**config.mk**
```make
export PLATFORM = sky130hd
export DESIGN_NAME = gcode_nibble_unpacker_top_flat
export DESIGN_NICKNAME = d
export VERILOG_FILES = /design/src/design/gnu_pkg.sv /design/src/design/gnu_in_if.sv /design/src/design/gnu_out_if.sv /design/src/design/gnu_front.sv /design/src/design/gnu_queue.sv /design/src/design/gnu_back.sv /design/src/design/gcode_nibble_unpacker_top.sv /design/src/flat_wrapper.sv
export SDC_FILE = /design/constraint.sdc
export NUM_CORES = 1
export LEC_CHECK = 0
export BUFFER_PORTS_ARGS = -buffer_cell sky130_fd_sc_hd__buf_4
export CAP_MARGIN = 0
export CELL_PAD_IN_SITES_DETAIL_PLACEMENT = 1
export CELL_PAD_IN_SITES_GLOBAL_PLACEMENT = 2
export CORE_ASPECT_RATIO = 1.4
export CORE_MARGIN = 4
export CORE_UTILIZATION = 43
export CTS_BUF_LIST = sky130_fd_sc_hd__clkbuf_8
export CTS_CLUSTER_SIZE = 20
export DETAILED_ROUTE_END_ITERATION = 16
export GPL_TIMING_DRIVEN = 0
export PLACE_DENSITY_LB_ADDON = 0.05
export SLEW_MARGIN = 15
export SYNTH_ARGS = -nofsm -noshare
export SYNTH_HDL_FRONTEND = slang
export SYNTH_SLANG_ARGS = --single-unit
```
**constraint.sdc**
```tcl
create_clock -name clk -period 4.77 [get_ports clk]
set_input_delay 0.2385 -clock clk [delete_from_list [all_inputs] [get_ports clk]]
set_output_delay 0.2385 -clock clk [all_outputs]
set_load 0.03 [all_outputs]
```
**src/design/gnu_pkg.sv**
```systemverilog
// Package for the packed G-code receiver: state and queue entry types,
// command and marker codes, nibble table and per-byte decode function.
// No dependencies; the front, queue, back and top modules import it.
package gnu_pkg;

  localparam logic [7:0] MARKER_BYTE  = 8'hFF;
  localparam logic [3:0] NIBBLE_FULL  = 4'hF;
  localparam logic [7:0] CMD_RESET    = 8'd249;
  localparam logic [7:0] CMD_DISABLE  = 8'd250;
  localparam logic [7:0] CMD_ENABLE   = 8'd251;
  localparam logic [7:0] CMD_TOGGLE   = 8'd253;

  localparam logic OP_LINK    = 1'b0;
  localparam logic OP_COMMAND = 1'b1;

  localparam int MAX_CHARS = 4;
  localparam int CNT_W     = $clog2(MAX_CHARS + 1);
  localparam int IDX_W     = $clog2(MAX_CHARS);

  localparam int QDEPTH = 4;
  localparam int QPTR_W = $clog2(QDEPTH);
  localparam int QCNT_W = $clog2(QDEPTH + 1);

  typedef struct packed {
    logic       unpack_on;
    logic       command_armed;
    logic       marker_seen;
    logic [1:0] owed;
    logic [7:0] held;
  } gnu_state_t;

  typedef struct packed {
    logic [MAX_CHARS-1:0][7:0] chars;
    logic [CNT_W-1:0]          count;
  } gnu_entry_t;

  typedef struct packed {
    gnu_state_t      st;
    logic [1:0][7:0] chars;
    logic [1:0]      n;
  } gnu_dec_t;

  function automatic logic [7:0] nibble_char(logic [3:0] code);
    logic [7:0] c;
    unique case (code)
      4'd0:    c = "0";
      4'd1:    c = "1";
      4'd2:    c = "2";
      4'd3:    c = "3";
      4'd4:    c = "4";
      4'd5:    c = "5";
      4'd6:    c = "6";
      4'd7:    c = "7";
      4'd8:    c = "8";
      4'd9:    c = "9";
      4'd10:   c = ".";
      4'd11:   c = " ";
      4'd12:   c = 8'h0A;
      4'd13:   c = "G";
      4'd14:   c = "X";
      default: c = 8'h00;
    endcase
    return c;
  endfunction

  function automatic gnu_state_t apply_command(gnu_state_t s, logic [7:0] code);
    gnu_state_t r;
    r = s;
    unique case (code)
      CMD_ENABLE:  r.unpack_on = 1'b1;
      CMD_DISABLE: r.unpack_on = 1'b0;
      CMD_TOGGLE:  r.unpack_on = ~s.unpack_on;
      CMD_RESET:   r = '0;
      default:     r = s;
    endcase
    return r;
  endfunction

  // Decode one byte: pass through, finish an owed full character, or
  // split into two nibble codes.
  function automatic gnu_dec_t decode_byte(gnu_state_t s, logic [7:0] b);
    gnu_dec_t   d;
    logic [3:0] lo;
    logic [3:0] hi;
    d.st    = s;
    d.chars = '0;
    d.n     = 2'd0;
    lo      = b[3:0];
    hi      = b[7:4];
    if (!s.unpack_on) begin
      d.chars[0] = b;
      d.n        = 2'd1;
    end else if (s.owed != 2'd0) begin
      d.chars[0] = b;
      d.n        = 2'd1;
      if (s.held != 8'd0) begin
        d.chars[1] = s.held;
        d.n        = 2'd2;
        d.st.held  = 8'd0;
      end
      d.st.owed = s.owed - 2'd1;
    end else if (lo == NIBBLE_FULL) begin
      if (hi == NIBBLE_FULL) begin
        d.st.owed = 2'd2;
      end else begin
        d.st.owed = 2'd1;
        d.st.held = nibble_char(hi);
      end
    end else begin
      d.chars[0] = nibble_char(lo);
      d.n        = 2'd1;
      if (hi == NIBBLE_FULL) begin
        d.st.owed = 2'd1;
      end else begin
        d.chars[1] = nibble_char(hi);
        d.n        = 2'd2;
      end
    end
    return d;
  endfunction

endpackage

```
**src/design/gnu_in_if.sv**
```systemverilog
// Input channel of the packed G-code receiver: valid/ready plus one byte item.
// Depends on nothing.
interface gnu_in_if;
  logic       valid;
  logic       ready;
  logic       operation;
  logic [7:0] byte_in;

  modport source (output valid, output operation, output byte_in, input ready);
  modport sink   (input valid, input operation, input byte_in, output ready);
endinterface

```
**src/design/gnu_out_if.sv**
```systemverilog
// Output channel of the packed G-code receiver: valid/ready plus one character item.
// Depends on nothing.
interface gnu_out_if;
  logic       valid;
  logic       ready;
  logic [7:0] char_out;
  logic       last;

  modport source (output valid, output char_out, output last, input ready);
  modport sink   (input valid, input char_out, input last, output ready);
endinterface

```
**src/design/gnu_front.sv**
```systemverilog
// Front end: accepts input items, tracks marker/command/unpack state and
// builds one queue entry of up to four characters per item. Uses gnu_pkg, gnu_in_if.
module gnu_front (
  input  logic               clk,
  input  logic               rst,
  gnu_in_if.sink             in_ch,
  input  logic               q_full,
  output logic               q_push,
  output gnu_pkg::gnu_entry_t q_entry
);
  import gnu_pkg::*;

  gnu_state_t st;
  gnu_state_t st_next;
  gnu_state_t mid;
  gnu_dec_t   d1;
  gnu_dec_t   d2;
  logic       accept;

  assign in_ch.ready = !q_full;
  assign accept      = in_ch.valid && in_ch.ready;

  always_comb begin
    st_next       = st;
    q_entry.chars = '0;
    q_entry.count = '0;
    mid           = st;
    mid.marker_seen = 1'b0;
    d1            = decode_byte(mid, MARKER_BYTE);
    d2            = decode_byte(st.marker_seen ? d1.st : st, in_ch.byte_in);
    if (in_ch.operation == OP_COMMAND) begin
      st_next = apply_command(st, in_ch.byte_in);
    end else if (in_ch.byte_in == MARKER_BYTE) begin
      if (st.marker_seen) begin
        st_next.command_armed = 1'b1;
        st_next.marker_seen   = 1'b0;
      end else begin
        st_next.marker_seen = 1'b1;
      end
    end else if (st.command_armed) begin
      st_next               = apply_command(st, in_ch.byte_in);
      st_next.command_armed = 1'b0;
    end else if (st.marker_seen) begin
      // lone marker: decode it as data first, then the byte itself
      st_next = d2.st;
      unique case (d1.n)
        2'd0: begin
          q_entry.chars[1:0] = d2.chars;
        end
        2'd1: begin
          q_entry.chars[0]   = d1.chars[0];
          q_entry.chars[2:1] = d2.chars;
        end
        default: begin
          q_entry.chars[1:0] = d1.chars;
          q_entry.chars[3:2] = d2.chars;
        end
      endcase
      q_entry.count = CNT_W'(d1.n) + CNT_W'(d2.n);
    end else begin
      st_next            = d2.st;
      q_entry.chars[1:0] = d2.chars;
      q_entry.count      = CNT_W'(d2.n);
    end
  end

  assign q_push = accept && (q_entry.count != '0);

  always_ff @(posedge clk) begin
    if (rst) begin
      st <= '0;
    end else if (accept) begin
      st <= st_next;
    end
  end

endmodule

```
**src/design/gnu_queue.sv**
```systemverilog
// Short queue of decoded character groups between front and back end.
// Uses gnu_pkg.
module gnu_queue (
  input  logic                clk,
  input  logic                rst,
  input  logic                push,
  input  gnu_pkg::gnu_entry_t wr_entry,
  input  logic                pop,
  output logic                full,
  output logic                not_empty,
  output gnu_pkg::gnu_entry_t rd_entry
);
  import gnu_pkg::*;

  gnu_entry_t          slots [QDEPTH];
  logic [QPTR_W-1:0]   wr_ptr;
  logic [QPTR_W-1:0]   rd_ptr;
  logic [QCNT_W-1:0]   fill;
  logic                do_push;
  logic                do_pop;

  assign full      = (fill == QCNT_W'(QDEPTH));
  assign not_empty = (fill != '0);
  assign do_push   = push && !full;
  assign do_pop    = pop && not_empty;
  assign rd_entry  = slots[rd_ptr];

  always_ff @(posedge clk) begin
    if (do_push) begin
      slots[wr_ptr] <= wr_entry;
    end
  end

  always_ff @(posedge clk) begin
    if (rst) begin
      wr_ptr <= '0;
      rd_ptr <= '0;
      fill   <= '0;
    end else begin
      if (do_push) wr_ptr <= wr_ptr + 1'b1;
      if (do_pop)  rd_ptr <= rd_ptr + 1'b1;
      unique case ({do_push, do_pop})
        2'b10:   fill <= fill + 1'b1;
        2'b01:   fill <= fill - 1'b1;
        default: fill <= fill;
      endcase
    end
  end

endmodule

```
**src/design/gnu_back.sv**
```systemverilog
// Back end: takes one character group from the queue, sends its characters
// one per ready cycle, marking the final one. Uses gnu_pkg, gnu_out_if.
module gnu_back (
  input  logic                clk,
  input  logic                rst,
  input  logic                q_valid,
  input  gnu_pkg::gnu_entry_t q_entry,
  output logic                q_pop,
  gnu_out_if.source           out_ch
);
  import gnu_pkg::*;

  logic             busy;
  gnu_entry_t       cur;
  logic [IDX_W-1:0] idx;
  logic             is_last;
  logic             advance;
  logic             load;

  assign is_last = ({1'b0, idx} == (cur.count - CNT_W'(1)));
  assign advance = busy && out_ch.ready;
  assign load    = !busy || (advance && is_last);
  assign q_pop   = load && q_valid;

  assign out_ch.valid    = busy;
  assign out_ch.char_out = cur.chars[idx];
  assign out_ch.last     = is_last;

  always_ff @(posedge clk) begin
    if (q_pop) begin
      cur <= q_entry;
    end
  end

  always_ff @(posedge clk) begin
    if (rst) begin
      busy <= 1'b0;
      idx  <= '0;
    end else if (load) begin
      busy <= q_valid;
      idx  <= '0;
    end else if (advance) begin
      idx <= idx + 1'b1;
    end
  end

endmodule

```
**src/design/gcode_nibble_unpacker_top.sv**
```systemverilog
// Top level of the packed G-code receiver.
// Depends on gnu_pkg, gnu_in_if, gnu_out_if, gnu_front, gnu_queue, gnu_back.
//
// Usage:
//   in_ch  (sink):   one item per received byte: operation (0 = link byte,
//                    1 = direct command code) and byte_in.
//   out_ch (source): decoded characters, one per item, char_out plus last,
//                    which marks the final character caused by one input.
//   An input causes zero to four characters. Two 0xFF bytes arm a command;
//   the next byte enables (251), disables (250), toggles (253) unpacking or
//   clears all state (249). Command bytes emit nothing.
// Path: an accepted input's group is written into the queue, then loaded
//   into the send register, which offers its first character.
// Throughput: input is taken every cycle while the four-group queue has
//   room; output sends one character per cycle while out_ch.ready is high,
//   and an input produces up to four characters.
// Reset: synchronous, clears unpack mode, marker/command tracking, owed
//   full characters, the held character, the queue pointers and send state.
// Stall: when out_ch.ready is low the current character holds; the queue
//   fills and in_ch.ready drops once four groups are waiting.
module gcode_nibble_unpacker_top (
  input logic       clk,
  input logic       rst,
  gnu_in_if.sink    in_ch,
  gnu_out_if.source out_ch
);
  import gnu_pkg::*;

  logic       q_full;
  logic       q_push;
  logic       q_pop;
  logic       q_not_empty;
  gnu_entry_t push_entry;
  gnu_entry_t head_entry;

  // Front: classify the byte, update state, build a character group.
  gnu_front u_front (
    .clk     (clk),
    .rst     (rst),
    .in_ch   (in_ch),
    .q_full  (q_full),
    .q_push  (q_push),
    .q_entry (push_entry)
  );

  // Queue: decouple decode from the character-by-character send.
  gnu_queue u_queue (
    .clk       (clk),
    .rst       (rst),
    .push      (q_push),
    .wr_entry  (push_entry),
    .pop       (q_pop),
    .full      (q_full),
    .not_empty (q_not_empty),
    .rd_entry  (head_entry)
  );

  // Back: drain each group one character per cycle while out_ch.ready is high.
  gnu_back u_back (
    .clk     (clk),
    .rst     (rst),
    .q_valid (q_not_empty),
    .q_entry (head_entry),
    .q_pop   (q_pop),
    .out_ch  (out_ch)
  );

endmodule

```
**src/flat_wrapper.sv**
```systemverilog
// flat-port wrapper written by rule: the top's interface ports become plain ports
module gcode_nibble_unpacker_top_flat import gnu_pkg::*;
  (clk, rst, in_ch_valid, in_ch_operation, in_ch_byte_in, in_ch_ready, out_ch_valid, out_ch_char_out, out_ch_last, out_ch_ready);
  gnu_in_if in_ch_i ();
  gnu_out_if out_ch_i ();
  input logic clk;
  input logic rst;
  input wire logic [$bits(in_ch_i.valid)-1:0] in_ch_valid;
  input wire logic [$bits(in_ch_i.operation)-1:0] in_ch_operation;
  input wire logic [$bits(in_ch_i.byte_in)-1:0] in_ch_byte_in;
  output wire logic [$bits(in_ch_i.ready)-1:0] in_ch_ready;
  output wire logic [$bits(out_ch_i.valid)-1:0] out_ch_valid;
  output wire logic [$bits(out_ch_i.char_out)-1:0] out_ch_char_out;
  output wire logic [$bits(out_ch_i.last)-1:0] out_ch_last;
  input wire logic [$bits(out_ch_i.ready)-1:0] out_ch_ready;
  assign in_ch_i.valid = in_ch_valid;
  assign in_ch_i.operation = in_ch_operation;
  assign in_ch_i.byte_in = in_ch_byte_in;
  assign in_ch_ready = in_ch_i.ready;
  assign out_ch_valid = out_ch_i.valid;
  assign out_ch_char_out = out_ch_i.char_out;
  assign out_ch_last = out_ch_i.last;
  assign out_ch_i.ready = out_ch_ready;
  gcode_nibble_unpacker_top u_core (.clk(clk), .rst(rst), .in_ch(in_ch_i), .out_ch(out_ch_i));
endmodule
```
# Yosys cells after proc, flatten, opt, wreduce, memory -nomap -nowiden
# Memory sizes are Yosys's and may differ from the RTL's. A register that Yosys moved wholly into a read port is not among the register bits.
# Cells that the tools add are included.
totals:
  reg_bits: 23
  ram_bits: 140
  romBits: 336
  out_inout_bits: 11
  wordCells: 111
  n_memories: 4
mem_list:
  columns: ["memory", "words", "width", "rd", "rd_clocked_by_memory_dff", "write_ports", "line_no", "rtl"]
  rows:
  - ["u_core.u_queue.slots", 4, 35, 1, 1, 1, "gnu_queue.sv:15", "gnu_entry_t slots [QDEPTH];"]
  - ["(name not given)", 16, 7, 1, 0, 0, "gnu_pkg.sv:45", "unique case (code)"]
  - ["(name not given)", 16, 7, 1, 0, 0, "gnu_pkg.sv:45", null]
  - ["(name not given)", 16, 7, 1, 0, 0, "gnu_pkg.sv:45", null]
classes:
  addsub: 9
  order_cmp: 1
  eq_ne: 17
  mux: 42
  bitwise_logic: 1
  n_reduce_logical: 27
ops:
  columns: ["op", "count"]
  rows:
  - ["2-to-1 mux 35 bit", 3]
  - ["2-to-1 mux 28 bit", 2]
  - ["2-to-1 mux 18 bit", 3]
  - ["2-to-1 mux 16 bit", 3]
  - ["equality test 8 bit (second input constant)", 5]
  - ["2-to-1 mux 10 bit", 4]
  - ["2-to-1 mux 8 bit", 5]
  - ["case mux 16 bit (2 select lines)", 1]
  - ["2-to-1 mux 13 bit", 2]
  - ["2-to-1 mux 19 bit", 1]
  - ["binary-select mux 8 bit (select 2 bit)", 1]
  - ["case mux 8 bit (2 select lines)", 1]
  - ["nonzero test 8 bit", 2]
  - ["2-to-1 mux 2 bit", 7]
  - ["2-to-1 mux 12 bit", 1]
  - ["nonzero test 3 bit", 4]
  - ["2-to-1 mux 11 bit", 1]
  - ["equality test 4 bit (second input constant)", 2]
  - ["logical AND 1 bit", 7]
  - ["adder 2 x 1 -> 2 bit (second input constant)", 3]
  - ["case mux 3 bit (2 select lines)", 1]
  - ["nonzero test 2 bit", 3]
  - ["OR reduction 2 bit", 3]
  - ["subtractor 3 x 1 -> 3 bit (second input constant)", 2]
  - ["other kinds (22)", 30]

# Longest topological paths before layout
logic_depth:
  word_depth: 19
  depth_mapped: 20
  mapped_depth_nobuf: 19

# Cells and area by module
# A second synthesis with hierarchy kept.
unflattened:
  cells_unflattened: 594
  area_unflattened_um2: 9121.2
modules_own_cells:
  columns: ["mod", "n_inst", "cells_per_inst", "area_per_inst_um2", "seq_area_each_um2"]
  rows:
  - ["gnu_queue", 1, 235, 5577.8, 4384.2]
  - ["gnu_front", 1, 288, 2047.0, 260.2]
  - ["gnu_back", 1, 71, 1496.4, 1111.1]

# Worst setup path before layout
# Ideal clock, no wire load.
synth_path:
  path_type: "flip-flop to flip-flop"
  startpoint: "register, netlist name u_core.u_back.cur[0]"
  endpoint: "register u_core.u_queue.fill[2]"
  setup_ns: 0.071
  t_arrival_ns: 4.363
  required_time_ns: 4.699
  setup_slack_ns: 0.336
  path_stages_with_launch: 12
  synth_period_minus_slack_ns: 4.434
  cell_sequence: "edfxtp_1 inv_1 ha_1 xor2_1 nand4_1 a21oi_1 ha_1 inv_1 fa_1 xor2_1 or3_1 a21oi_1"
synth_between:
  elab_chain_len: 8
synth_lines:
  columns: ["element", "line_no", "rtl"]
  rows:
  - ["subtractor 3 x 1 -> 3 bit *", "gnu_back.sv:20", "assign is_last = ({1'b0, idx} == (cur.count - CNT_W'(1)));"]
  - ["equality test 2 x 3 -> 1 bit *", "gnu_back.sv:20", null]
  - ["logical AND 1 bit *", "gnu_back.sv:22", "assign load = !busy || (advance && is_last);"]
  - ["logical OR 1 bit *", "gnu_back.sv:22", null]
  - ["logical AND 1 bit *", "gnu_back.sv:23", "assign q_pop = load && q_valid;"]
  - ["named net u_core.q_pop", "gcode_nibble_unpacker_top.sv:31", "logic q_pop;"]
  - ["logical AND 1 bit *", "gnu_queue.sv:25", "assign do_pop = pop && not_empty;"]
  - ["equality test 2 x 1 -> 1 bit / equality test 2 bit (equally long branches)", "gnu_queue.sv:42", "unique case ({do_push, do_pop})"]
  - ["case mux 3 bit (2 select lines) / nonzero test 2 bit (equally long branches)", null, null]
  - ["end signal, assigned", "gnu_queue.sv:43", "2'b10: fill <= fill + 1'b1;"]
  - ["end signal, assigned", "gnu_queue.sv:44", "2'b01: fill <= fill - 1'b1;"]
  - ["end signal, assigned", "gnu_queue.sv:45", "default: fill <= fill;"]
  - ["end, declared", "gnu_queue.sv:18", "logic [QCNT_W-1:0] fill;"]
# Mark *: on every way through the listed nets, which the timed path passes. The rest lies on a longest branch.
# A chain may end at the register's enable or synchronous reset.

# Worst setup path in the final report
layout_path:
  startpoint: "register u_core.u_front.st, in the netlist u_core.u_front.mid[8]"
  endpoint: "register u_core.u_queue.fill[2]"
layout_between:
  elab_chain_len: 18
layout_lines:
  columns: ["element", "line_no", "rtl"]
  rows:
  - ["start, declared", "gnu_front.sv:13", "gnu_state_t st;"]
  - ["start signal, assigned", "gnu_front.sv:73", "st <= st_next;"]
  - ["nonzero test 2 bit", "gnu_pkg.sv:93", "end else if (s.owed != 2'd0) begin"]
  - ["2-to-1 mux 28 bit", "gnu_pkg.sv:93", null]
  - ["2-to-1 mux 18 bit", "gnu_pkg.sv:90", "if (!s.unpack_on) begin"]
  - ["2-to-1 mux 10 bit", "gnu_front.sv:30", "d2 = decode_byte(st.marker_seen ? d1.st : st, in_ch.byte_in);"]
  - ["nonzero test 8 bit", "gnu_pkg.sv:96", "if (s.held != 8'd0) begin"]
  - ["2-to-1 mux 2 bit", "gnu_pkg.sv:96", null]
  - ["2-to-1 mux 28 bit", "gnu_pkg.sv:93", null]
  - ["2-to-1 mux 10 bit", "gnu_pkg.sv:90", null]
  - ["[... 2 more ...]", null, null]
  - ["2-to-1 mux 35 bit *", "gnu_front.sv:40", "end else if (st.command_armed) begin"]
  - ["2-to-1 mux 35 bit *", "gnu_front.sv:33", "end else if (in_ch.byte_in == MARKER_BYTE) begin"]
  - ["2-to-1 mux 35 bit *", "gnu_front.sv:31", "if (in_ch.operation == OP_COMMAND) begin"]
  - ["nonzero test 3 bit *", "gnu_front.sv:67", "assign q_push = accept && (q_entry.count != '0);"]
  - ["logical AND 1 bit *", "gnu_front.sv:67", null]
  - ["logical AND 1 bit *", "gnu_queue.sv:24", "assign do_push = push && !full;"]
  - ["equality test 2 x 1 -> 1 bit / equality test 2 bit (equally long branches)", "gnu_queue.sv:42", null]
  - ["case mux 3 bit (2 select lines) / nonzero test 2 bit (equally long branches)", null, null]
# Mark *: on every way between the ends. The rest lies on a longest branch, timed or not.

==> results.ini <==
[logic_synthesis]
ys_warn_count = 0
synth_area_um2 = 8768
ys_seq_area_share_pct = 65.18
synth_area_leaders = edfxtp_1 60%, mux4_2 11%, dfxtp_1 5.3%
synthTopCellsByCount = 175 x edfxtp_1, 43 x mux4_2, 42 x nor2_1
synth_seq_cells = 198
synthArstFlopShare_pct = 0
synth.top_cell.area_share_pct = 59.93
synth_top_area_cell = edfxtp_1
synthFlopType = edfxtp_1
ys_types = 59
synth.avg_cell_area_um2 = 14.96
yosys.cell_count.top_type = edfxtp_1
synth_edf_count = 175
synthCells = 586

[clock_network]
cts_sinks = 198
htreeDepth = 4
clockBufferDepth = 2
cts_tree = yes
cts_root_buf = clkbuf_8
cts_made_buffers = 17
clkTransAtPathRegs_ns = 0.11
worstSkewPairLatency_ns = 0.47

[hold_path]
hold_class = input pin to register

[layout]
antennaDiodeCount = 0
post-route-util_pct = 48.92
final_nets = 672
syn2layout_area_growth_pct = 11.56
post_route_cells_drive_above_1_share_pct = 20.67
fill_cells = 2016
seq_area_um2 = 5718
multi_input_area_um2 = 2849

[die]
num_io_pins = 24
die_y_um = 177.0
die_area_um2 = 22770
core_area_um2 = 20000
dieWidth_um = 128.7
rows = 61
start_util_pct = 43.85

[timing]
hold_viol_final = 0
drv_slew = 0
period_share_pct = 93.91
min_period_ns = 4.480
whs_ns = 0.08217
finalSetupViolCount = 0
slew_headroom_pct = 41.18
setup_ws_ns = 0.2905
skew_ns = 0.01907
max_freq_mhz = 223.2
worstMarginPinSlew_ns = 0.8823

[global_routing]
antenna_found_initial = 0
grt_start_max_net_pins = 27
grt_pass1_vias = 5591
grtUsageTotal_pct = 19.28
overflow = 0
grt_pass1_wl_um = 32510

[route]
routed_via_density = 5.580
via_count = 5050
drtPass1Iterations = 4
ant_nets = 0
drc = 0
routed_wl_um = 20720
routedWlPerCell_um = 22.89
drt-initial-drc-count = 215

[placement]
io_buffers = 22
place_worst_setup_slack_ns = 0.1662
hpwl_um = 15300
routabilityCongestion = 0.8464

[power]
ir_drop_mv = 0.2133
power_uw = 4243
power_density_nw_per_um2 = 433.7
power.leakage_uw = 0.003301

[worst_setup_path]
reg2reg_slack_ns = 0.29
worstSetupPathType = register to register
worstPathRequired_ns = 5.18
endpoint_kind = register
cp.arrival_ns = 4.89
cp-start-kind = register
cp_max_fo = 6

[status]
outcome = complete, no violations

[flow_run]
cap_violations = 0

-- cell families after synthesis --
| kind of cell | after synthesis | share of synthesized area [%] |
|---|---|---|
| buffers and inverters | 57 | 2.640 |
| AO/OA/AOI/OAI | 113 | 8.605 |
| multiplexers | 52 | 12.13 |
| AND/OR/NAND/NOR | 139 | 7.820 |
| adder cells (fa/ha/maj) | 19 | 2.882 |
| XOR/XNOR | 7 | 0.6992 |
| other | 1 | 0.04277 |
| flip-flops | 198 | 65.18 |
-- what timing repair did --
| action | 4_1_cts | 5_1_grt |
|---|---|---|
| setup buffers | 0 | 4 |
| endpoints found under the hold margin | 2 | 0 |
| endpoints found under the setup margin | 0 | 1 |
| gates resized for setup | 0 | 3 |
| hold buffers | 1 | 0 |
-- worst paths after layout --
check	cells past startpoint	to	startpoint
min reg2reg	2	u_core.u_front.mid[8]	u_core.u_front.mid[8]
min	3	u_core.u_back.idx[0]	out_ch_ready
max reg2reg	20	u_core.u_queue.fill[2]	u_core.u_front.mid[8]
max	20	u_core.u_queue.fill[2]	u_core.u_front.mid[8]
-- layer usage --
layer  track usage [%]  share of wire, %
met1             23.07                41
met3             2.989               1.9
met5                 0                 0
met2             34.90                55
met4             6.786               2.4
-- final cells by class --
| class | instances | share of cell area, % |
|---|---|---|
| Buffer | 32 | 1.407 |
| Clock buffer | 17 | 2.392 |
| Clock inverter | 15 | 1.241 |
| Inverter | 25 | 0.9593 |
| Multi-Input combinational cell | 334 | 29.13 |
| Sequential cell | 198 | 58.45 |
| Tap cell | 252 | 3.223 |
| Timing Repair Buffer | 32 | 3.198 |
-- power breakdown --
group | leakage (uW) | total, uW | switching [uW] | internal [uW]
registers | 0.00192 | 2250 | 77.1 | 2170
logic | 0.00120 | 1010 | 578 | 430
clock network | 0.000180 | 987 | 611 | 375
total | 0.00330 | 4240 | 1270 | 2980
-- sequential cells by signal, summed over array words and instances (netlist names) --
register                    count
u_core.u_queue.fill             3
u_core.u_back.idx               2
u_core.u_queue.rd_ptr           2
u_core.u_back.cur              35
u_core.u_front.mid             10
u_core.u_front.st               1
u_core.u_queue.wr_ptr           2
u_core.u_front.d1               2
u_core.u_back.out_ch.valid      1
u_core.u_queue.slots          140
-- worst max-delay path, cell delays in order, from the launching register on --
cell and delay, ns:
dfxtp_2 0.37, inv_1 0.08, ha_1 0.33, and3b_1 0.21, o21a_1 0.19, clkbuf_1 0.24
o32a_4 0.28, inv_1 0.06, ha_1 0.13, inv_1 0.05, fa_1 0.53, nand2_1 0.08
o211ai_1 0.28, o221ai_4 0.18, nand2_1 0.11, ha_1 0.18, inv_1 0.07, fa_1 0.44
xor2_1 0.16, or3_1 0.31, a21oi_1 0.14
-- per-stage QoR --
stage / instance area (um^2) / setup TNS, ns / cells
final: 9782 / 0 / 905
after global routing: 9782 / -0.007930 / 905
after CTS: 9749 / 0 / 901
after detailed placement: 9384 / 0 / 868
after global placement: 9260 / -62.86 / 863
after floorplan: 8780 / 0 / 589
-- cells in the final DEF, fill, tap and decap left out, types with 10 or more instances in the layout --
| cell | Yosys | routed |
|---|---|---|
| o21ai_0 | 16 | 15 |
| nor2_1 | 42 | 42 |
| clkbuf_8 | 0 | 17 |
| nand3_1 | 13 | 13 |
| ha_1 | 17 | 17 |
| a21oi_1 | 39 | 38 |
| dfxtp_1 | 23 | 21 |
| a22oi_1 | 10 | 10 |
| buf_4 | 0 | 26 |
| clkbuf_1 | 18 | 18 |
| mux4_2 | 43 | 43 |
| edfxtp_1 | 175 | 175 |
| inv_1 | 23 | 23 |
| nand2_1 | 32 | 32 |
Note: power is estimated with default switching activity, not from simulation.
